===== config.mk =====
export PLATFORM = sky130hd
export DESIGN_NAME = classification_confusion_accumulator
export DESIGN_NICKNAME = d
export VERILOG_FILES = /design/src/sv/cca_pkg.sv /design/src/sv/classification_confusion_accumulator.sv
export SDC_FILE = /design/constraint.sdc
export NUM_CORES = 2
export LEC_CHECK = 0
export ABC_AREA = 1
export CORE_MARGIN = 2
export CORE_UTILIZATION = 45
export CTS_BUF_LIST = sky130_fd_sc_hd__clkbuf_4 sky130_fd_sc_hd__clkbuf_8
export DETAILED_ROUTE_END_ITERATION = 10
export DONT_BUFFER_PORTS = 1
export MAX_ROUTING_LAYER = met4
export PLACE_DENSITY = 0.58
export SYNTH_ARGS = -nofsm -noshare
export SYNTH_HDL_FRONTEND = slang
export SYNTH_SLANG_ARGS = --single-unit

===== constraint.sdc =====
create_clock -name clk -period 13.1 [get_ports clk]
set_input_delay 2.62 -clock clk [delete_from_list [all_inputs] [get_ports clk]]
set_output_delay 2.62 -clock clk [all_outputs]
set_load 0.05 [all_outputs]

===== src/sv/cca_pkg.sv =====
package cca_pkg;

  localparam int CLASS_BITS   = 4;
  localparam int VALUE_BITS   = 16;
  localparam int TOL_BITS     = 15;
  localparam int ERR_BITS     = 40;
  localparam int REPORT_BITS  = 32;
  localparam int CFG_IDX_BITS = 2;
  localparam int CFG_DATA_BITS = 16;

  // wide enough for value +/- tolerance and differences of two values
  localparam int WIDE_BITS = VALUE_BITS + 2;
  localparam int ABS_BITS  = VALUE_BITS + 1;

  typedef logic [1:0] mode_t;

  localparam mode_t MODE_REGRESSION = 2'd0;
  localparam mode_t MODE_MULTI      = 2'd1;
  localparam mode_t MODE_SINGLE     = 2'd2;

  localparam logic CMD_CLEAR = 1'b1;

  localparam logic [CFG_IDX_BITS-1:0] CFG_EVAL_MODE = 2'd0;
  localparam logic [CFG_IDX_BITS-1:0] CFG_SEPARATOR = 2'd1;
  localparam logic [CFG_IDX_BITS-1:0] CFG_TOLERANCE = 2'd2;

  localparam logic signed [VALUE_BITS-1:0] SEP_RESET = 16'sd2048;
  localparam logic [TOL_BITS-1:0]          TOL_RESET = 15'd410;

  // one and minus two in Q3.12
  localparam logic signed [WIDE_BITS-1:0]  Q_ONE     = 18'sd4096;
  localparam logic signed [VALUE_BITS-1:0] START_MAX = -16'sd8192;

endpackage


===== src/sv/classification_confusion_accumulator.sv =====
// Per-class confusion counters for a stream of classifier output elements, one element per
// beat. Every accepted beat gives exactly one result beat: the updated true/false
// positive/negative counts and absolute error sum of its class, plus the running well and
// missed sample counts. A beat may be accepted on every clock unless a stalled result holds
// the input register; each beat passes through the input register and then the result
// register. The rate is set by the per-class counters, which live in flip-flops and are
// read, updated and written back in the same cycle, so consecutive beats of the same
// class need no forwarding. A clear command zeroes all counters at once; there is no
// clearing pass after reset. Counters saturate. Configuration writes are always taken
// (cfg_ready is tied high) and must only be made while no beat is in flight.
module classification_confusion_accumulator
  import cca_pkg::*;
#(
  parameter int NUM_CLASSES = 16,
  parameter int COUNT_BITS  = 32
) (
  input  logic                           clk,
  input  logic                           rst_n,
  input  logic                           in_valid,
  output logic                           in_stall,
  input  logic                           in_cmd,
  input  logic [CLASS_BITS-1:0]          in_class_index,
  input  logic signed [VALUE_BITS-1:0]   in_predicted,
  input  logic signed [VALUE_BITS-1:0]   in_desired,
  input  logic [CLASS_BITS-1:0]          in_target_class,
  input  logic                           in_last,
  output logic                           out_valid,
  input  logic                           out_stall,
  output logic [CLASS_BITS-1:0]          out_class,
  output logic [REPORT_BITS-1:0]         out_true_pos,
  output logic [REPORT_BITS-1:0]         out_true_neg,
  output logic [REPORT_BITS-1:0]         out_false_pos,
  output logic [REPORT_BITS-1:0]         out_false_neg,
  output logic [ERR_BITS-1:0]            out_error_sum,
  output logic                           out_sample_done,
  output logic                           out_sample_correct,
  output logic [REPORT_BITS-1:0]         out_well_count,
  output logic [REPORT_BITS-1:0]         out_miss_count,
  input  logic                           cfg_valid,
  output logic                           cfg_ready,
  input  logic [CFG_IDX_BITS-1:0]        cfg_index,
  input  logic [CFG_DATA_BITS-1:0]       cfg_data
);

  localparam int IDX_BITS = (NUM_CLASSES > 2) ? $clog2(NUM_CLASSES) : 1;

  typedef logic [COUNT_BITS-1:0] cnt_t;
  typedef logic [ERR_BITS-1:0]   err_t;

  function automatic cnt_t sat_inc(input cnt_t c);
    sat_inc = (c == '1) ? c : c + 1'b1;
  endfunction

  // configuration
  mode_t                         mode_r;
  logic signed [VALUE_BITS-1:0]  sep_r;
  logic [TOL_BITS-1:0]           tol_r;

  // input register
  logic                          s1_valid_r, s1_valid_nxt;
  logic                          s1_cmd_r;
  logic [CLASS_BITS-1:0]         s1_cls_r;
  logic signed [VALUE_BITS-1:0]  s1_p_r, s1_d_r;
  logic [CLASS_BITS-1:0]         s1_tgt_r;
  logic                          s1_last_r;

  // per-class counters
  cnt_t tp_r [NUM_CLASSES];
  cnt_t tn_r [NUM_CLASSES];
  cnt_t fp_r [NUM_CLASSES];
  cnt_t fn_r [NUM_CLASSES];
  err_t err_r [NUM_CLASSES];

  // sample tracking
  cnt_t                          good_r, good_nxt;
  cnt_t                          bad_r, bad_nxt;
  logic                          failed_r, failed_nxt;
  logic signed [VALUE_BITS-1:0]  max_r, max_nxt;
  logic [CLASS_BITS-1:0]         amax_r, amax_nxt;
  logic                          amax_ok_r, amax_ok_nxt;

  // result register
  logic                          out_valid_r, out_valid_nxt;
  logic [CLASS_BITS-1:0]         out_class_r;
  logic [REPORT_BITS-1:0]        out_tp_r, out_tn_r, out_fp_r, out_fn_r;
  err_t                          out_err_r;
  logic                          out_done_r, out_correct_r;
  logic [REPORT_BITS-1:0]        out_well_r, out_miss_r;

  logic                          adv, take, fire, clear, ok;
  logic [IDX_BITS-1:0]           idx;
  logic signed [WIDE_BITS-1:0]   p_x, d_x, tol_x, diff;
  logic [ABS_BITS-1:0]           abs_err;
  logic [ERR_BITS:0]             err_sum;
  logic                          p_hi, d_hi;
  logic                          inc_tp, inc_tn, inc_fp, inc_fn;
  logic                          correct;
  cnt_t                          tp_new, tn_new, fp_new, fn_new;
  err_t                          err_new;

  // handshake: result register parts the two sides
  assign adv      = !out_valid_r || !out_stall;
  assign in_stall = s1_valid_r && !adv;
  assign take     = in_valid && !in_stall;
  assign fire     = s1_valid_r && adv;
  assign cfg_ready = 1'b1;

  assign s1_valid_nxt  = take ? 1'b1 : (adv ? 1'b0 : s1_valid_r);
  assign out_valid_nxt = fire ? 1'b1 : (out_stall ? out_valid_r : 1'b0);

  assign clear = (s1_cmd_r == CMD_CLEAR);
  assign ok    = int'(s1_cls_r) < NUM_CLASSES;
  assign idx   = IDX_BITS'(s1_cls_r);

  always_comb begin
    p_x   = WIDE_BITS'(s1_p_r);
    d_x   = WIDE_BITS'(s1_d_r);
    tol_x = WIDE_BITS'(tol_r);
    p_hi  = s1_p_r > sep_r;
    d_hi  = s1_d_r > sep_r;

    inc_tp = 1'b0;
    inc_tn = 1'b0;
    inc_fp = 1'b0;
    inc_fn = 1'b0;
    failed_nxt  = failed_r;
    max_nxt     = max_r;
    amax_nxt    = amax_r;
    amax_ok_nxt = amax_ok_r;
    diff        = d_x - p_x;

    if (mode_r == MODE_REGRESSION) begin
      if (p_x > d_x + tol_x) begin
        inc_fp = 1'b1;
        failed_nxt = 1'b1;
      end else if (p_x < d_x - tol_x) begin
        inc_fn = 1'b1;
        failed_nxt = 1'b1;
      end else begin
        inc_tn = 1'b1;
      end
    end else if (mode_r == MODE_MULTI) begin
      inc_tp = p_hi && d_hi;
      inc_tn = !p_hi && !d_hi;
      inc_fp = p_hi && !d_hi;
      inc_fn = !p_hi && d_hi;
      if (p_hi != d_hi) begin
        failed_nxt = 1'b1;
      end
    end else begin
      // single label: target class aims at one, the others at zero
      if (s1_cls_r == s1_tgt_r) begin
        diff   = Q_ONE - p_x;
        inc_tp = p_hi;
        inc_fn = !p_hi;
      end else begin
        diff   = p_x;
        inc_fp = p_hi;
        inc_tn = !p_hi;
      end
      // strictly greater, so the first maximum wins
      if (max_r < s1_p_r) begin
        max_nxt     = s1_p_r;
        amax_nxt    = s1_cls_r;
        amax_ok_nxt = 1'b1;
      end
    end

    abs_err = diff[WIDE_BITS-1] ? ABS_BITS'(-diff) : ABS_BITS'(diff);

    tp_new  = inc_tp ? sat_inc(tp_r[idx]) : tp_r[idx];
    tn_new  = inc_tn ? sat_inc(tn_r[idx]) : tn_r[idx];
    fp_new  = inc_fp ? sat_inc(fp_r[idx]) : fp_r[idx];
    fn_new  = inc_fn ? sat_inc(fn_r[idx]) : fn_r[idx];
    err_sum = {1'b0, err_r[idx]} + (ERR_BITS + 1)'(abs_err);
    err_new = err_sum[ERR_BITS] ? '1 : err_sum[ERR_BITS-1:0];

    if (mode_r == MODE_REGRESSION || mode_r == MODE_MULTI) begin
      correct = !failed_nxt;
    end else begin
      correct = amax_ok_nxt && (amax_nxt == s1_tgt_r);
    end

    good_nxt = good_r;
    bad_nxt  = bad_r;
    if (s1_last_r) begin
      if (correct) begin
        good_nxt = sat_inc(good_r);
      end else begin
        bad_nxt = sat_inc(bad_r);
      end
      failed_nxt  = 1'b0;
      max_nxt     = START_MAX;
      amax_nxt    = '0;
      amax_ok_nxt = 1'b0;
    end
  end

  always_ff @(posedge clk) begin
    if (!rst_n) begin
      mode_r <= MODE_SINGLE;
      sep_r  <= SEP_RESET;
      tol_r  <= TOL_RESET;
    end else if (cfg_valid && cfg_ready) begin
      unique case (cfg_index)
        CFG_EVAL_MODE: mode_r <= cfg_data[1:0];
        CFG_SEPARATOR: sep_r  <= cfg_data[VALUE_BITS-1:0];
        CFG_TOLERANCE: tol_r  <= cfg_data[TOL_BITS-1:0];
        default: ;
      endcase
    end
  end

  always_ff @(posedge clk) begin
    if (!rst_n) begin
      s1_valid_r  <= 1'b0;
      out_valid_r <= 1'b0;
    end else begin
      s1_valid_r  <= s1_valid_nxt;
      out_valid_r <= out_valid_nxt;
    end
  end

  always_ff @(posedge clk) begin
    if (take) begin
      s1_cmd_r  <= in_cmd;
      s1_cls_r  <= in_class_index;
      s1_p_r    <= in_predicted;
      s1_d_r    <= in_desired;
      s1_tgt_r  <= in_target_class;
      s1_last_r <= in_last;
    end
  end

  always_ff @(posedge clk) begin
    if (!rst_n || (fire && clear)) begin
      for (int i = 0; i < NUM_CLASSES; i++) begin
        tp_r[i]  <= '0;
        tn_r[i]  <= '0;
        fp_r[i]  <= '0;
        fn_r[i]  <= '0;
        err_r[i] <= '0;
      end
      good_r    <= '0;
      bad_r     <= '0;
      failed_r  <= 1'b0;
      max_r     <= START_MAX;
      amax_r    <= '0;
      amax_ok_r <= 1'b0;
    end else if (fire) begin
      if (ok) begin
        tp_r[idx]  <= tp_new;
        tn_r[idx]  <= tn_new;
        fp_r[idx]  <= fp_new;
        fn_r[idx]  <= fn_new;
        err_r[idx] <= err_new;
      end
      good_r    <= good_nxt;
      bad_r     <= bad_nxt;
      failed_r  <= failed_nxt;
      max_r     <= max_nxt;
      amax_r    <= amax_nxt;
      amax_ok_r <= amax_ok_nxt;
    end
  end

  always_ff @(posedge clk) begin
    if (fire) begin
      out_class_r <= s1_cls_r;
      if (clear) begin
        out_tp_r      <= '0;
        out_tn_r      <= '0;
        out_fp_r      <= '0;
        out_fn_r      <= '0;
        out_err_r     <= '0;
        out_done_r    <= 1'b0;
        out_correct_r <= 1'b0;
        out_well_r    <= '0;
        out_miss_r    <= '0;
      end else begin
        out_tp_r      <= ok ? REPORT_BITS'(tp_new) : '0;
        out_tn_r      <= ok ? REPORT_BITS'(tn_new) : '0;
        out_fp_r      <= ok ? REPORT_BITS'(fp_new) : '0;
        out_fn_r      <= ok ? REPORT_BITS'(fn_new) : '0;
        out_err_r     <= ok ? err_new : '0;
        out_done_r    <= s1_last_r;
        out_correct_r <= s1_last_r && correct;
        out_well_r    <= REPORT_BITS'(good_nxt);
        out_miss_r    <= REPORT_BITS'(bad_nxt);
      end
    end
  end

  assign out_valid          = out_valid_r;
  assign out_class          = out_class_r;
  assign out_true_pos       = out_tp_r;
  assign out_true_neg       = out_tn_r;
  assign out_false_pos      = out_fp_r;
  assign out_false_neg      = out_fn_r;
  assign out_error_sum      = out_err_r;
  assign out_sample_done    = out_done_r;
  assign out_sample_correct = out_correct_r;
  assign out_well_count     = out_well_r;
  assign out_miss_count     = out_miss_r;

endmodule


==> impl_metrics.yaml <==
logic_synthesis:
  yosysTopAreaCellShare: 0.599
  ys.flop_type: "edfxtp_1"
  postSynthAreaPerCell_sq_um: 10.2
  syn-num-nets: 14800
  ys_ff_latch: 3093
  synthArstFlopShare: 0
  yosys-top-cells-area: "edfxtp_1, nor2_1, o21ai_0"
  netlist_area_sq_um: 149000
  yosysWarnings: 0
  synth_edf_count: 2968
  syn_inst: 14600
  synth.distinct_cells: 82
  yosys.area.top_type: "edfxtp_1"
  ys_seq_area_frac: 0.616
setup_path:
  crit_path_end_kind: "flop"
  path_class: "flop to flop"
  crit_arrival_ns: 9.11
  cp.required_ns: 13.97
  worst-r2r-cell-count: 27
  path_max_fanout: 52
  r2r_start: "s1_d_r[0]"
  reg2reg_to: "out_miss_count[10]"
  r2r_slack_ns: 4.86
  cp-start-kind: "flop"
  crit_start: "s1_d_r[0]"
finish:
  final_common_cell: "nor2_1"
  synthToLayoutAreaGrowth_pct: 7.66
  fin_area_sq_um: 160000
  stdcell_count: 18900
  fillers: 30500
  final_cell_mix: "nor2_1, edfxtp_1, o21ai_0, nand2_1, a21oi_1"
  drive_above_1_share: 0.111
  nets: 14400
pwr:
  power_mw: 24.8
  p_sw_frac: 0.317
  cellInternalPower_mw: 16.9
  power_density_nw_per_um2: 155
  p_sw_mw: 7.86
  pwr-share-seq: 0.476
  clkPwrFrac: 0.357
  ir_drop_mv: 0.126
  p_comb_frac: 0.167
  leakage_nw: 57.9
drt:
  ant_nets: 0
  vias: 113000
  via_per_inst: 5.97
  drtIter0Drc: 14500
  drc_errors: 0
  wire_per_inst_um: 26.6
  routed_wl_um: 505000
  detail_route.first_pass.iterations: 6
min_path:
  whs_path_depth: 2
  min_to: "amax_r[1]"
  hp-class: "flop to flop"
  min-delay-start: "amax_r[1]"
clocking:
  clk_latency_ns: 1.22
  cts_setup_buffers: 0
  cts_sinks: 3093
  cts_hold_buf: 0
  cts_resized: 0
  cts_inserted_buffers: 542
  cts.clk_slew.worst_paths_ns: 0.07
  h-tree-depth: 6
  cts_tree: "built"
  cts-root-buf: "clkbuf_8"
  clk_path_buf_depth: 4
timing:
  period_share: 0.629
  setup_ws_ns: 4.86
  drv_slew: 0
  fmax_ghz: 0.121
  hold_viol: 0
  rsz0062_at_grt: "no"
  tightest_slew_ns: 1.42
  fin_skew_ns: 0.0720
  setup_viol: 0
  slew_headroom: 0.0526
  finalSetupTns_ns: 0
  fin_crit_ns: 8.24
floorplanning:
  die_area_sq_um: 335000
  die_h_um: 579
  start_util: 0.451
  core_region_area_sq_um: 330000
  ios: 306
  rows: 211
  die_w_um: 579
global_routing:
  grt_pass1_wl_um: 736000
  overflow: 0
  grt_pass1_vias: 109000
  grt_use_total: 0.304
  grt_max_degree: 303
  antenna_found_initial: 11
place:
  io_buffers: 0
  gpl.final_weighted_congestion: 0.914
  dpl_cell_area_sq_um: 150000
  dp_hpwl_um: 263000
  dp.cells: 18000
  place_ws_ns: 4.90
job:
  maxCapViolations: 0
status:
  status: "completed"
## flip-flops by register name (all words and copies together), names as in the netlist, 40 cells and up, named ones only
signal         cells
tp_r             512
err_r            640
out_error_sum     40
fp_r             512
tn_r             512
fn_r             512
## kinds of logic after synthesis
kind of cell / after synthesis / share of synthesized area
simple gates: 5875 / 0.161
compound gates: 3489 / 0.137
flops: 3093 / 0.616
buf+inv: 1805 / 0.0605
xor+xnor: 192 / 0.0120
fa+ha+maj: 159 / 0.0136
other cells: 1 / 0.0000252
## worst max-delay path, stage by stage (launching register included)
cell	delay, ns
edfxtp_1	0.39
ha_1	0.24
fa_1	0.42
a31oi_1	0.43
o21ai_0	0.22
a21oi_1	0.21
o21ai_0	0.15
a21oi_1	0.16
o21ai_0	0.14
nand2_1	0.09
nand2_1	0.05
a21oi_1	0.20
o211ai_1	0.12
ha_1	0.41
nand4_1	0.15
nor2_1	0.16
nand4_1	0.12
nand3_1	0.12
nand2_1	0.05
nand2_1	0.07
inv_1	0.06
o21ai_0	0.65
nand3_1	0.95
nand2_2	0.93
buf_4	0.59
clkinv_1	0.45
nand3_1	0.21
a21oi_1	0.08
## final cells by class
type | count | area (sq um) | share of cell area
well taps | 4366 | 5460 | 0.0341
clock inverters | 199 | 1350 | 0.00840
multi-input cells | 9716 | 48400 | 0.302
inverters | 619 | 2510 | 0.0156
clock buffers | 739 | 9020 | 0.0563
diodes | 11 | 27.5 | 0.000172
flip-flops and latches | 3093 | 91600 | 0.572
repair buffers | 201 | 1880 | 0.0117
## how the worst max path moves through the flow
| stage | endpoint | slack (ns) |
|---|---|---|
| floorplan | good_r[11] | 2.49 |
| global placement | out_miss_count[18] | 5.02 |
| detailed placement | out_miss_count[9] | 4.90 |
| CTS | out_miss_count[10] | 4.86 |
| global route | out_miss_count[22] | 4.35 |
| finish | out_miss_count[10] | 4.86 |
## synthesized netlist by cell type, types with 82 or more instances
master    count
o21ai_1     165
buf_4       156
dfxtp_1     125
nand4_1      82
buf_2       285
edfxtp_1   2968
o22ai_1     327
nand3_1     365
o21ai_0    1341
inv_1       547
nor2_2      174
o211ai_1    178
a21oi_1     949
a21oi_2     100
ha_1        155
clkbuf_1    534
buf_6       149
nand2_1    1326
o221ai_1    206
nor2_1     3705
xor2_1      123
## power groups by stage
stage / clock network [mW] / registers [mW] / logic, mW
global placement: 0 / 12.0 / 4.09
CTS: 8.94 / 11.8 / 4.10
floorplan: 0 / 12.0 / 2.92
detailed placement: 0 / 12.0 / 4.09
global route: 9.35 / 11.8 / 4.46
finish: 8.84 / 11.8 / 4.14
## metal layers
metal / global-route usage / share of wire
met5: - / 0
met4: 0.0948 / 0.032
met3: 0.0495 / 0.096
met2: 0.471 / 0.46
met1: 0.409 / 0.41
## per-stage QoR
step                utilization  hold WS [ns]
floorplan                     -         0.441
global placement          0.454         0.454
detailed placement        0.454         0.460
CTS                       0.486         0.469
global route              0.486         0.489
finish                    0.486         0.466
Power figures use the tool's default switching activity.
